**config.mk**
```make
export PLATFORM = sky130hd
export DESIGN_NAME = terminal_output_escape_processor
export DESIGN_NICKNAME = d
export VERILOG_FILES = /design/src/hw/rtl/toep_pkg.sv /design/src/hw/rtl/terminal_output_escape_processor.sv /design/src/hw/rtl/toep_queue.sv /design/src/hw/rtl/toep_front.sv /design/src/hw/rtl/toep_back.sv
export VERILOG_INCLUDE_DIRS = /design/src /design/src/hw/rtl
export SDC_FILE = /design/constraint.sdc
export NUM_CORES = 1
export LEC_CHECK = 0
export BUFFER_PORTS_ARGS = -buffer_cell sky130_fd_sc_hd__buf_4
export CAP_MARGIN = 20
export CORE_MARGIN = 4
export CORE_UTILIZATION = 66
export CTS_BUF_LIST = sky130_fd_sc_hd__clkbuf_16
export CTS_CLUSTER_DIAMETER = 150
export DETAILED_ROUTE_END_ITERATION = 10
export GPL_TIMING_DRIVEN = 0
export HOLD_SLACK_MARGIN = 0.03
export MAX_ROUTING_LAYER = met4
export PLACE_DENSITY = 0.89
export SKIP_LAST_GASP = 1
export SLEW_MARGIN = 20
export SYNTH_ARGS = -nofsm -noshare
export SYNTH_HDL_FRONTEND = slang
export SYNTH_SLANG_ARGS = --single-unit
```
**constraint.sdc**
```tcl
create_clock -name clk -period 10.5 [get_ports clk]
set_clock_uncertainty 0.1 [all_clocks]
set_input_delay 1.575 -clock clk [delete_from_list [all_inputs] [get_ports clk]]
set_output_delay 1.575 -clock clk [all_outputs]
set_load 0.05 [all_outputs]
```
**src/hw/rtl/terminal_output_escape_processor_assert.svh**
```systemverilog
// assertion macros for the terminal output escape processor
// expects clk and arst_n in the scope of use
`ifndef TERMINAL_OUTPUT_ESCAPE_PROCESSOR_ASSERT_SVH
`define TERMINAL_OUTPUT_ESCAPE_PROCESSOR_ASSERT_SVH

// condition holds in the same cycle
`define TOEP_ASSERT_NOW(lbl, ante, cons) \
	lbl: assert property (@(posedge clk) disable iff (!arst_n) (ante) |-> (cons)) \
		else $error("toep assertion failed");

// condition holds in the next cycle
`define TOEP_ASSERT_NEXT(lbl, ante, cons) \
	lbl: assert property (@(posedge clk) disable iff (!arst_n) (ante) |=> (cons)) \
		else $error("toep assertion failed");

`endif

```
**src/hw/rtl/toep_pkg.sv**
```systemverilog
// shared types and constants of the terminal output escape processor
// no dependencies
`default_nettype none

package toep_pkg;

	localparam int MAX_ARGS_DEF = 16;
	localparam int TAB_STOP_DEF = 8;
	localparam int QUEUE_DEPTH  = 4;
	localparam int RUN_LIMIT    = 16;

	localparam int COL_W       = 9;
	localparam int ENTRY_PH_W  = 4;
	localparam int ENTRY_CNT_W = 6;
	localparam int APB_ADDR_W  = 5;

	localparam logic [7:0] CH_ESC    = 8'h1B;
	localparam logic [7:0] CH_LBRACK = 8'h5B;
	localparam logic [7:0] CH_SEMI   = 8'h3B;
	localparam logic [7:0] CH_AT     = 8'h40;
	localparam logic [7:0] CH_ZERO   = 8'h30;
	localparam logic [7:0] CH_NINE   = 8'h39;
	localparam logic [7:0] CH_LF     = 8'h0A;
	localparam logic [7:0] CH_CR     = 8'h0D;
	localparam logic [7:0] CH_TAB    = 8'h09;
	localparam logic [7:0] CH_SPACE  = 8'h20;
	localparam logic [7:0] CH_HIDDEN = 8'hFF;
	localparam logic [31:0] DEC_BASE = 32'd10;

	localparam logic [2:0] REG_PROC_ON  = 3'd0;
	localparam logic [2:0] REG_RAW      = 3'd1;
	localparam logic [2:0] REG_CRLF     = 3'd2;
	localparam logic [2:0] REG_CR2LF    = 3'd3;
	localparam logic [2:0] REG_COLUMNS  = 3'd4;

	typedef enum logic [1:0] {
		OP_BYTE = 2'd0,
		OP_CRLF = 2'd1,
		OP_TAB  = 2'd2,
		OP_CMD  = 2'd3
	} op_t;

	typedef struct packed {
		op_t                    op;
		logic [7:0]             data;
		logic [COL_W-1:0]       col;
		logic [ENTRY_PH_W-1:0]  ph;
		logic [ENTRY_CNT_W-1:0] cnt;
	} q_entry_t;

	typedef struct packed {
		logic       proc_on;
		logic       raw;
		logic       crlf;
		logic       cr2lf;
		logic [7:0] columns;
	} cfg_t;

endpackage

`default_nettype wire

```
**src/hw/rtl/terminal_output_escape_processor.sv**
```systemverilog
// Terminal output escape processor. Each accepted byte but 0xFF is shown as-is
// (raw mode, or processing off) or run through newline mapping, tab expansion
// and an ESC [ args letter parser, giving display bytes and command elements.
// Results leave the back part's output register one per cycle while out_stall
// is low, so a plain byte gives one result, newline with CR two, a tab up to
// TAB_STOP spaces, and a command one element per argument (at most 16). A
// four-entry queue lets bytes keep coming while that happens; inside an argument
// the input stalls until any earlier command has fully left, since both share
// the argument store. Configuration lives at byte addresses 0, 4, 8, 12 and 16.
// top level; depends on toep_pkg, toep_front, toep_queue, toep_back and the
// assertion macro header
`default_nettype none

`include "terminal_output_escape_processor_assert.svh"

module terminal_output_escape_processor import toep_pkg::*; #(
	parameter int MAX_ARGS = MAX_ARGS_DEF,
	parameter int TAB_STOP = TAB_STOP_DEF,
	parameter int QDEPTH   = QUEUE_DEPTH
) (
	input  wire logic                  clk,
	input  wire logic                  arst_n,
	input  wire logic                  psel,
	input  wire logic                  penable,
	input  wire logic                  pwrite,
	input  wire logic [APB_ADDR_W-1:0] paddr,
	input  wire logic [31:0]           pwdata,
	output logic [31:0]                prdata,
	output logic                       pready,
	input  wire logic                  in_valid,
	output logic                       in_stall,
	input  wire logic [7:0]            data_byte,
	input  wire logic [7:0]            cursor_column,
	output logic                       out_valid,
	input  wire logic                  out_stall,
	output logic                       item_kind,
	output logic [7:0]                 out_byte,
	output logic [4:0]                 arg_total,
	output logic [3:0]                 arg_index,
	output logic [31:0]                arg_value,
	output logic                       last
);

	localparam int IDX_W = (MAX_ARGS > 1) ? $clog2(MAX_ARGS) : 1;

	cfg_t             cfg_q;
	logic [2:0]       reg_idx;
	logic             wr_en;
	logic             push;
	q_entry_t         push_entry;
	logic             full;
	logic             pop;
	logic             head_valid;
	q_entry_t         head;
	logic             cmd_done;
	logic [IDX_W-1:0] rd_addr;
	logic [31:0]      rd_data;

	assign pready  = 1'b1;
	assign reg_idx = paddr[4:2];
	assign wr_en   = psel && penable && pwrite && pready;

	always_ff @(posedge clk or negedge arst_n) begin
		if (!arst_n) begin
			cfg_q <= '{proc_on: 1'b1, raw: 1'b0, crlf: 1'b1, cr2lf: 1'b0, columns: 8'd80};
		end else if (wr_en) begin
			unique case (reg_idx)
				REG_PROC_ON: cfg_q.proc_on <= pwdata[0];
				REG_RAW:     cfg_q.raw     <= pwdata[0];
				REG_CRLF:    cfg_q.crlf    <= pwdata[0];
				REG_CR2LF:   cfg_q.cr2lf   <= pwdata[0];
				REG_COLUMNS: cfg_q.columns <= pwdata[7:0];
				default: begin
				end
			endcase
		end
	end

	always_comb begin
		unique case (reg_idx)
			REG_PROC_ON: prdata = {31'd0, cfg_q.proc_on};
			REG_RAW:     prdata = {31'd0, cfg_q.raw};
			REG_CRLF:    prdata = {31'd0, cfg_q.crlf};
			REG_CR2LF:   prdata = {31'd0, cfg_q.cr2lf};
			REG_COLUMNS: prdata = {24'd0, cfg_q.columns};
			default:     prdata = '0;
		endcase
	end

	toep_front #(
		.MAX_ARGS (MAX_ARGS),
		.TAB_STOP (TAB_STOP),
		.QDEPTH   (QDEPTH)
	) u_front (
		.clk           (clk),
		.arst_n        (arst_n),
		.cfg           (cfg_q),
		.in_valid      (in_valid),
		.in_stall      (in_stall),
		.data_byte     (data_byte),
		.cursor_column (cursor_column),
		.push          (push),
		.push_entry    (push_entry),
		.full          (full),
		.cmd_done      (cmd_done),
		.rd_addr       (rd_addr),
		.rd_data       (rd_data)
	);

	toep_queue #(
		.DEPTH (QDEPTH)
	) u_queue (
		.clk        (clk),
		.arst_n     (arst_n),
		.push       (push),
		.push_entry (push_entry),
		.full       (full),
		.pop        (pop),
		.head_valid (head_valid),
		.head       (head)
	);

	toep_back #(
		.MAX_ARGS (MAX_ARGS),
		.TAB_STOP (TAB_STOP)
	) u_back (
		.clk            (clk),
		.arst_n         (arst_n),
		.screen_columns (cfg_q.columns),
		.head_valid     (head_valid),
		.head           (head),
		.pop            (pop),
		.cmd_done       (cmd_done),
		.rd_addr        (rd_addr),
		.rd_data        (rd_data),
		.out_valid      (out_valid),
		.out_stall      (out_stall),
		.item_kind      (item_kind),
		.out_byte       (out_byte),
		.arg_total      (arg_total),
		.arg_index      (arg_index),
		.arg_value      (arg_value),
		.last           (last)
	);

	`TOEP_ASSERT_NOW(a_hidden_never_shown, out_valid && !item_kind, out_byte != CH_HIDDEN)
	`TOEP_ASSERT_NOW(a_display_no_args, out_valid && !item_kind,
		arg_total == 5'd0 && arg_index == 4'd0 && arg_value == 32'd0)
	`TOEP_ASSERT_NOW(a_index_in_range, out_valid && item_kind && arg_total != 5'd0,
		{1'b0, arg_index} < arg_total)
	`TOEP_ASSERT_NOW(a_full_blocks_input, full, !push)
	`TOEP_ASSERT_NEXT(a_stalled_result_holds, out_valid && out_stall,
		out_valid && $stable(out_byte) && $stable(arg_value) && $stable(last))

endmodule

`default_nettype wire

```
**src/hw/rtl/toep_queue.sv**
```systemverilog
// short work queue between the front and back parts
// depends on toep_pkg
`default_nettype none

module toep_queue import toep_pkg::*; #(
	parameter int DEPTH = QUEUE_DEPTH
) (
	input  wire logic     clk,
	input  wire logic     arst_n,
	input  wire logic     push,
	input  wire q_entry_t push_entry,
	output logic          full,
	input  wire logic     pop,
	output logic          head_valid,
	output q_entry_t      head
);

	localparam int PTR_W = (DEPTH > 1) ? $clog2(DEPTH) : 1;
	localparam int CNT_W = $clog2(DEPTH + 1);

	q_entry_t             mem_q [DEPTH];
	logic [PTR_W-1:0]     wr_ptr_q;
	logic [PTR_W-1:0]     rd_ptr_q;
	logic [CNT_W-1:0]     count_q;

	assign full       = (count_q == CNT_W'(DEPTH));
	assign head_valid = (count_q != '0);
	assign head       = mem_q[rd_ptr_q];

	always_ff @(posedge clk) begin
		if (push) begin
			mem_q[wr_ptr_q] <= push_entry;
		end
	end

	always_ff @(posedge clk or negedge arst_n) begin
		if (!arst_n) begin
			wr_ptr_q <= '0;
			rd_ptr_q <= '0;
			count_q  <= '0;
		end else begin
			if (push) begin
				wr_ptr_q <= (wr_ptr_q == PTR_W'(DEPTH - 1)) ? '0 : wr_ptr_q + 1'b1;
			end
			if (pop) begin
				rd_ptr_q <= (rd_ptr_q == PTR_W'(DEPTH - 1)) ? '0 : rd_ptr_q + 1'b1;
			end
			if (push && !pop) begin
				count_q <= count_q + 1'b1;
			end else if (pop && !push) begin
				count_q <= count_q - 1'b1;
			end
		end
	end

endmodule

`default_nettype wire

```
**src/hw/rtl/toep_front.sv**
```systemverilog
// front part: accepts bytes, runs the escape parser and classifies work
// holds the argument store; depends on toep_pkg
`default_nettype none

module toep_front import toep_pkg::*; #(
	parameter int MAX_ARGS = MAX_ARGS_DEF,
	parameter int TAB_STOP = TAB_STOP_DEF,
	parameter int QDEPTH   = QUEUE_DEPTH,
	localparam int IDX_W   = (MAX_ARGS > 1) ? $clog2(MAX_ARGS) : 1
) (
	input  wire logic             clk,
	input  wire logic             arst_n,
	input  wire cfg_t             cfg,
	input  wire logic             in_valid,
	output logic                  in_stall,
	input  wire logic [7:0]       data_byte,
	input  wire logic [7:0]       cursor_column,
	output logic                  push,
	output q_entry_t              push_entry,
	input  wire logic             full,
	input  wire logic             cmd_done,
	input  wire logic [IDX_W-1:0] rd_addr,
	output logic [31:0]           rd_data
);

	localparam int CNT_W  = $clog2(MAX_ARGS + 1);
	localparam int PEND_W = $clog2(QDEPTH + 1);
	localparam int RECIP  = (1 << 16) / TAB_STOP + 1;

	localparam logic [1:0] PH_WAIT = 2'd0;
	localparam logic [1:0] PH_ESC  = 2'd1;
	localparam logic [1:0] PH_OPEN = 2'd2;
	localparam logic [1:0] PH_ARG  = 2'd3;

	function automatic logic is_digit(input logic [7:0] c);
		is_digit = (c >= CH_ZERO) && (c <= CH_NINE);
	endfunction

	function automatic logic is_letter(input logic [7:0] c);
		is_letter = (c >= 8'h41 && c <= 8'h5A) || (c >= 8'h61 && c <= 8'h7A) || (c == CH_AT);
	endfunction

	logic [1:0]        phase_q, phase_d;
	logic [CNT_W-1:0]  cnt_q, cnt_d;
	logic [31:0]       acc_q, acc_d;
	logic [PEND_W-1:0] pend_q;
	logic [31:0]       store_q [MAX_ARGS];

	logic              processed;
	logic              accept;
	logic              push_c;
	logic              st_we;
	logic              ordinary;
	logic              digit;
	logic              letter;
	logic              cnt_room;
	logic [7:0]        dsub;
	logic [3:0]        dval;
	logic [COL_W-1:0]  col0;
	logic [25:0]       prod;
	logic [COL_W-1:0]  quot;
	logic [COL_W-1:0]  rem;

	assign processed = cfg.proc_on && !cfg.raw;
	assign in_stall  = full || (processed && (phase_q == PH_ARG) && (pend_q != '0));
	assign accept    = in_valid && !in_stall;
	assign push      = push_c && accept;
	assign rd_data   = store_q[rd_addr];

	assign digit    = is_digit(data_byte);
	assign letter   = is_letter(data_byte);
	assign dsub     = data_byte - CH_ZERO;
	assign dval     = dsub[3:0];
	assign cnt_room = (cnt_q < CNT_W'(MAX_ARGS));

	// column after the first space, and its place within the tab stop
	assign col0 = {1'b0, cursor_column} + 9'd1;
	assign prod = {17'd0, col0} * 26'(RECIP);
	assign quot = prod[24:16];
	assign rem  = col0 - COL_W'(quot * COL_W'(TAB_STOP));

	always_comb begin
		push_c     = 1'b0;
		push_entry = '{op: OP_BYTE, data: data_byte, col: col0,
			ph: rem[ENTRY_PH_W-1:0], cnt: '0};
		phase_d    = phase_q;
		cnt_d      = cnt_q;
		acc_d      = acc_q;
		st_we      = 1'b0;
		ordinary   = 1'b0;
		if (!processed) begin
			push_c = (data_byte != CH_HIDDEN);
		end else begin
			unique case (phase_q)
				PH_WAIT: begin
					if (data_byte == CH_ESC) begin
						phase_d = PH_ESC;
					end else begin
						ordinary = 1'b1;
					end
				end
				PH_ESC: begin
					if (data_byte == CH_LBRACK) begin
						phase_d = PH_OPEN;
					end else if (data_byte != CH_ESC) begin
						phase_d  = PH_WAIT;
						ordinary = 1'b1;
					end
				end
				PH_OPEN: begin
					cnt_d = '0;
					if (digit) begin
						acc_d   = {28'd0, dval};
						phase_d = PH_ARG;
					end else if (letter) begin
						push_c        = 1'b1;
						push_entry.op = OP_CMD;
						phase_d       = PH_WAIT;
					end
				end
				default: begin
					if (digit) begin
						acc_d = acc_q * DEC_BASE + {28'd0, dval};
					end else if (data_byte == CH_SEMI) begin
						acc_d = '0;
						if (cnt_room) begin
							st_we = 1'b1;
							cnt_d = cnt_q + 1'b1;
						end
					end else begin
						if (cnt_room) begin
							st_we = 1'b1;
							cnt_d = cnt_q + 1'b1;
						end
						if (letter) begin
							push_c         = 1'b1;
							push_entry.op  = OP_CMD;
							push_entry.cnt = ENTRY_CNT_W'(cnt_d);
						end
						phase_d = PH_WAIT;
					end
				end
			endcase
			if (ordinary) begin
				priority if (data_byte == CH_LF && cfg.crlf) begin
					push_c        = 1'b1;
					push_entry.op = OP_CRLF;
				end else if (data_byte == CH_CR && cfg.cr2lf) begin
					push_c          = 1'b1;
					push_entry.data = CH_LF;
				end else if (data_byte == CH_TAB) begin
					push_c        = 1'b1;
					push_entry.op = OP_TAB;
				end else begin
					push_c = (data_byte != CH_HIDDEN);
				end
			end
		end
	end

	always_ff @(posedge clk) begin
		if (accept && st_we) begin
			store_q[cnt_q[IDX_W-1:0]] <= acc_q;
		end
		if (accept) begin
			acc_q <= acc_d;
		end
	end

	always_ff @(posedge clk or negedge arst_n) begin
		if (!arst_n) begin
			phase_q <= PH_WAIT;
			cnt_q   <= '0;
			pend_q  <= '0;
		end else begin
			if (accept) begin
				phase_q <= phase_d;
				cnt_q   <= cnt_d;
			end
			if ((push && push_entry.op == OP_CMD) && !cmd_done) begin
				pend_q <= pend_q + 1'b1;
			end else if (!(push && push_entry.op == OP_CMD) && cmd_done) begin
				pend_q <= pend_q - 1'b1;
			end
		end
	end

endmodule

`default_nettype wire

```
**src/hw/rtl/toep_back.sv**
```systemverilog
// back part: expands queued work to items, one per unstalled cycle
// reads the argument store of the front part; depends on toep_pkg
`default_nettype none

module toep_back import toep_pkg::*; #(
	parameter int MAX_ARGS = MAX_ARGS_DEF,
	parameter int TAB_STOP = TAB_STOP_DEF,
	localparam int IDX_W   = (MAX_ARGS > 1) ? $clog2(MAX_ARGS) : 1
) (
	input  wire logic             clk,
	input  wire logic             arst_n,
	input  wire logic [7:0]       screen_columns,
	input  wire logic             head_valid,
	input  wire q_entry_t         head,
	output logic                  pop,
	output logic                  cmd_done,
	output logic [IDX_W-1:0]      rd_addr,
	input  wire logic [31:0]      rd_data,
	output logic                  out_valid,
	input  wire logic             out_stall,
	output logic                  item_kind,
	output logic [7:0]            out_byte,
	output logic [4:0]            arg_total,
	output logic [3:0]            arg_index,
	output logic [31:0]           arg_value,
	output logic                  last
);

	localparam int ELEM_MAX = (MAX_ARGS < RUN_LIMIT) ? MAX_ARGS : RUN_LIMIT;

	logic [4:0]             sub_q;
	logic [COL_W-1:0]       col_q, col_d;
	logic [ENTRY_PH_W-1:0]  ph_q, ph_d;
	logic                   out_valid_q;

	logic                   load;
	logic                   wrap;
	logic [ENTRY_CNT_W-1:0] elems;
	logic                   r_kind;
	logic [7:0]             r_byte;
	logic [4:0]             r_total;
	logic [3:0]             r_index;
	logic [31:0]            r_value;
	logic                   r_last;

	assign rd_addr   = sub_q[IDX_W-1:0];
	assign load      = head_valid && (!out_valid_q || !out_stall);
	assign pop       = load && r_last;
	assign cmd_done  = pop && (head.op == OP_CMD);
	assign out_valid = out_valid_q;

	assign wrap  = ({1'b0, col_q} + 10'd1) >= {2'b0, screen_columns};
	assign elems = (head.cnt == '0) ? ENTRY_CNT_W'(1) :
		((head.cnt > ENTRY_CNT_W'(ELEM_MAX)) ? ENTRY_CNT_W'(ELEM_MAX) : head.cnt);

	always_comb begin
		r_kind  = 1'b0;
		r_byte  = head.data;
		r_total = '0;
		r_index = '0;
		r_value = '0;
		r_last  = 1'b1;
		col_d   = col_q;
		ph_d    = ph_q;
		unique case (head.op)
			OP_BYTE: begin
				r_last = 1'b1;
			end
			OP_CRLF: begin
				r_byte = (sub_q == '0) ? CH_CR : CH_LF;
				r_last = (sub_q != '0);
			end
			OP_TAB: begin
				r_byte = CH_SPACE;
				if (sub_q == '0) begin
					col_d  = head.col;
					ph_d   = head.ph;
					r_last = (head.ph == '0);
				end else begin
					col_d  = wrap ? '0 : col_q + 1'b1;
					ph_d   = (wrap || ph_q == ENTRY_PH_W'(TAB_STOP - 1)) ? '0 : ph_q + 1'b1;
					r_last = (ph_d == '0);
				end
			end
			default: begin
				r_kind  = 1'b1;
				r_total = head.cnt[4:0];
				r_index = sub_q[3:0];
				r_value = (head.cnt == '0) ? '0 : rd_data;
				r_last  = ({1'b0, sub_q} + 6'd1) == elems;
			end
		endcase
	end

	always_ff @(posedge clk) begin
		if (load) begin
			col_q     <= col_d;
			ph_q      <= ph_d;
			item_kind <= r_kind;
			out_byte  <= r_byte;
			arg_total <= r_total;
			arg_index <= r_index;
			arg_value <= r_value;
			last      <= r_last;
		end
	end

	always_ff @(posedge clk or negedge arst_n) begin
		if (!arst_n) begin
			sub_q       <= '0;
			out_valid_q <= 1'b0;
		end else begin
			if (load) begin
				sub_q       <= r_last ? '0 : sub_q + 1'b1;
				out_valid_q <= 1'b1;
			end else if (!out_stall) begin
				out_valid_q <= 1'b0;
			end
		end
	end

endmodule

`default_nettype wire
```
==> flow_metrics.tcl <==
set metrics [dict create \
    setup_ws_ns 2.97 \
    syn_area_per_cell_um2 16.6 \
    hold_class "reg2reg" \
    htreeDepth 3 \
    slew_viol_final 0 \
    cts_setup_buffers 0 \
    clk_pin_slew_worst_paths_ns 0.06 \
    grt_first_pass_wirelength_um 134000 \
    root_buffer "clkbuf_16" \
    finalCritPeriodShare_pct 71.7 \
    ys_seq_elements 739 \
    crit_chain "clkbuf_1, clkbuf_1, clkbuf_1, buf_2, clkbuf_1, inv_1, ha_1, nor4b_1, nor3_1, o311ai_0, a21oi_1, o21ai_1, nand2_1, ha_1, inv_1, fa_1, xor2_1, nor2_1, xor2_1" \
    overflow 0 \
    power.density_nw_per_um2 245 \
    whs_path_depth 1 \
    row_count 80 \
    nets 2321 \
    die_x_um 230 \
    synth_edf_count 704 \
    cts_hold_buf 0 \
    post_drt_wl_per_cell_um 31.8 \
    io_buffers 94 \
    placed_cells 2750 \
    area_delta_synth_final_pct 13.6 \
    synth.distinct_cells 79 \
    ys_seq_area_share_pct 67.9 \
    io_pins 146 \
    numCtsBuffers 73 \
    worst_pin_slew_ns 1.10 \
    worst_path_max_delay_cell "clkbuf_1" \
    worstHoldEndpoint "u_front.pend_q[2]" \
    finalSetupTns_ns 0 \
    startpoint_type "flip-flop" \
    die_y_um 230 \
    gr-usage-all-layers_pct 35.7 \
    drt-initial-drc-count 3326 \
    total_leakage_power_nw 12.9 \
    crit_path_end_kind "flip-flop" \
    syn_area_um2 32500 \
    first_global_vias 20500 \
    hold_violations 0 \
    ir_worst_vdd_uv 212 \
    required_ns 10.94 \
    crit_arrival_ns 7.98 \
    crit_top_cell "clkbuf_1" \
    vias 20600 \
    timing.rr.start "u_back.sub_q[0]" \
    insertion_delay_ns 0.62 \
    setup-violations-final 0 \
    fmaxAchievable_mhz 133 \
    drtPass1Iterations 8 \
    synth-main-ff-cell "edfxtp_1" \
    maxCapViolations 0 \
    max_slew_margin_pct 26.5 \
    ys_async_sr_fraction_pct 4.74 \
    antenna_found_initial 0 \
    core_um2 48100 \
    crit_type "reg2reg" \
    clock_path_buffers 3 \
    synth_cells 1951 \
    min_period_ns 7.53 \
    dpl.hpwl_um 52200 \
    dieArea_um2 52800 \
    finalPower_w 0.00901 \
    gp_congestion 0.912 \
    route.detailed.drc 0 \
    grt_max_degree 36 \
    outcome "completed" \
    ant_nets 0 \
    diodes 0 \
    yosys_warnings 0 \
    fillers 2362 \
    clock_sinks 739 \
    drive_above_1_share_pct 21.5 \
    multi_input_area_um2 9890 \
    min-delay-start "u_front.pend_q[2]" \
    cts_resized 0 \
    cts_tree "done" \
    pre_cts_slack_ns 3.35 \
    reg2reg_to "u_queue.count_q[2]" \
    placed_area_um2 34600 \
    stdcell_area_um2 36900 \
    finalNonFillerCells 2882 \
    critical_path.max_fanout 10 \
    rsz0062_at_grt "false" \
    cpPeakStageDelay_ns 0.75 \
    start_util_pct 67.4 \
    ff_latch_area_um2 22000 \
    routed_via_density 7.15 \
    reg2reg_depth 19 \
    r2r_slack_ns 2.97 \
    totalWireLength_um 91600 \
]
-- worst max-delay path by stage --
stage	from	end	slack (ns)
floorplan	data_byte[2]	u_front.store_q[3][0]	3.95
global placement	data_byte[2]	u_front.store_q[3][20]	-0.03
detailed placement	u_back.sub_q[0]	u_front.pend_q[2]	3.35
CTS	u_back.sub_q[0]	u_queue.count_q[2]	3.26
global route	u_back.sub_q[0]	u_queue.count_q[2]	2.77
finish	u_back.sub_q[0]	u_queue.count_q[2]	2.97
-- per-stage QoR --
stage | utilization, % | hold slack (ns)
2_1_floorplan | - | 0.343
3_3_place_gp | 70.8 | 0.357
3_5_place_dp | 71.8 | 0.382
4_1_cts | 76.5 | 0.393
5_1_grt | 76.6 | 0.401
6_report | 76.6 | 0.385
-- registers in the layout (all words and copies together), names as in the netlist, 5 cells and up --
register / count
u_front.store_q: 512
u_queue.mem_q: 96
u_back.arg_value: 32
u_front.acc_q: 32
cfg_q: 12
u_back.col_q: 9
u_back.out_byte: 8
u_back.arg_total: 5
u_back.sub_q: 5
u_front.cnt_q: 5
-- critical path, delay by kind of cell (launching register included) --
family	cells	cell delay, ns
buf+inv	7	3.56
simple gates	4	1.30
xor+xnor	2	0.32
fa+ha+maj	3	0.91
flops	1	0.37
compound gates	3	0.89
-- cell usage in the layout (no fill, tap or decap), types with 6 or more instances in the layout --
cell	instances
xnor2_1	30
clkbuf_2	10
edfxtp_1	704
inv_1	57
a211oi_1	9
ha_1	87
buf_1	7
mux2i_1	45
a21oi_1	65
mux2_2	17
or3_1	14
clkbuf_1	64
nand3_1	42
buf_16	6
buf_12	11
a21o_1	24
a221oi_1	13
and2_1	25
and3_1	21
dfrtp_1	31
clkinv_1	15
nand2_1	119
o21a_1	9
buf_4	122
a22oi_1	11
nor2_1	79
nor3_1	28
or2_2	7
nor2b_1	33
o21ai_0	67
clkbuf_16	75
clkinv_2	10
xor2_1	25
nand4_1	12
mux4_2	155
o211ai_1	8
buf_2	6
conb_1	25
and2_2	14
-- report_power, final --
group	switching [W]	internal (W)	leakage, nW
Sequential	0.000115	0.00352	6.87
Combinational	0.00179	0.00104	4.85
Clock	0.00115	0.00140	1.18
-- kinds of logic after synthesis --
logic type	Yosys count	share of synthesized area [%]
multiplexers	217	12.7
other	2	0.0231
XOR/XNOR	56	1.53
buffers and inverters	149	2.07
flip-flops	739	67.9
AND/OR/NAND/NOR	434	6.87
AO/OA/AOI/OAI	263	5.31
adder cells (fa/ha/maj)	91	3.60
-- metal layers --
metal  global-route usage, %  wire length [um]  vias up
met5                       -                 0        -
met2                    57.5             45200     1945
met4                    17.4              5890        0
met3                    8.19             10800      463
met1                    43.5             29700    10100
li1                        -                 -     8115
-- cell type report --
cell class	instances	share of cell area, %
flip-flops and latches	739	59.7
multi-input cells	1086	26.8
clock buffers	75	5.09
repair buffers	121	3.14
well taps	656	2.23
plain buffers	109	1.45
clock inverters	56	1.10
inverters	40	0.414
-- synth_stat cells, types with 25 or more instances --
cell / instances / share of area, %
nand3_1: 42 / 0.65
edfxtp_1: 704 / 65
dfrtp_1: 31 / 2.4
and2_1: 39 / 0.75
nor2_1: 80 / 0.93
o21ai_0: 67 / 1.0
mux4_2: 155 / 11
xor2_1: 25 / 0.67
and3_1: 25 / 0.48
xnor2_1: 30 / 0.81
mux2i_1: 45 / 1.4
nor3_1: 28 / 0.43
clkbuf_1: 64 / 0.74
buf_4: 26 / 0.60
ha_1: 87 / 3.4
a21oi_1: 65 / 1.0
nor2b_1: 33 / 0.64
nand2_1: 119 / 1.4
inv_1: 40 / 0.46
Power figures use the tool's default switching activity.
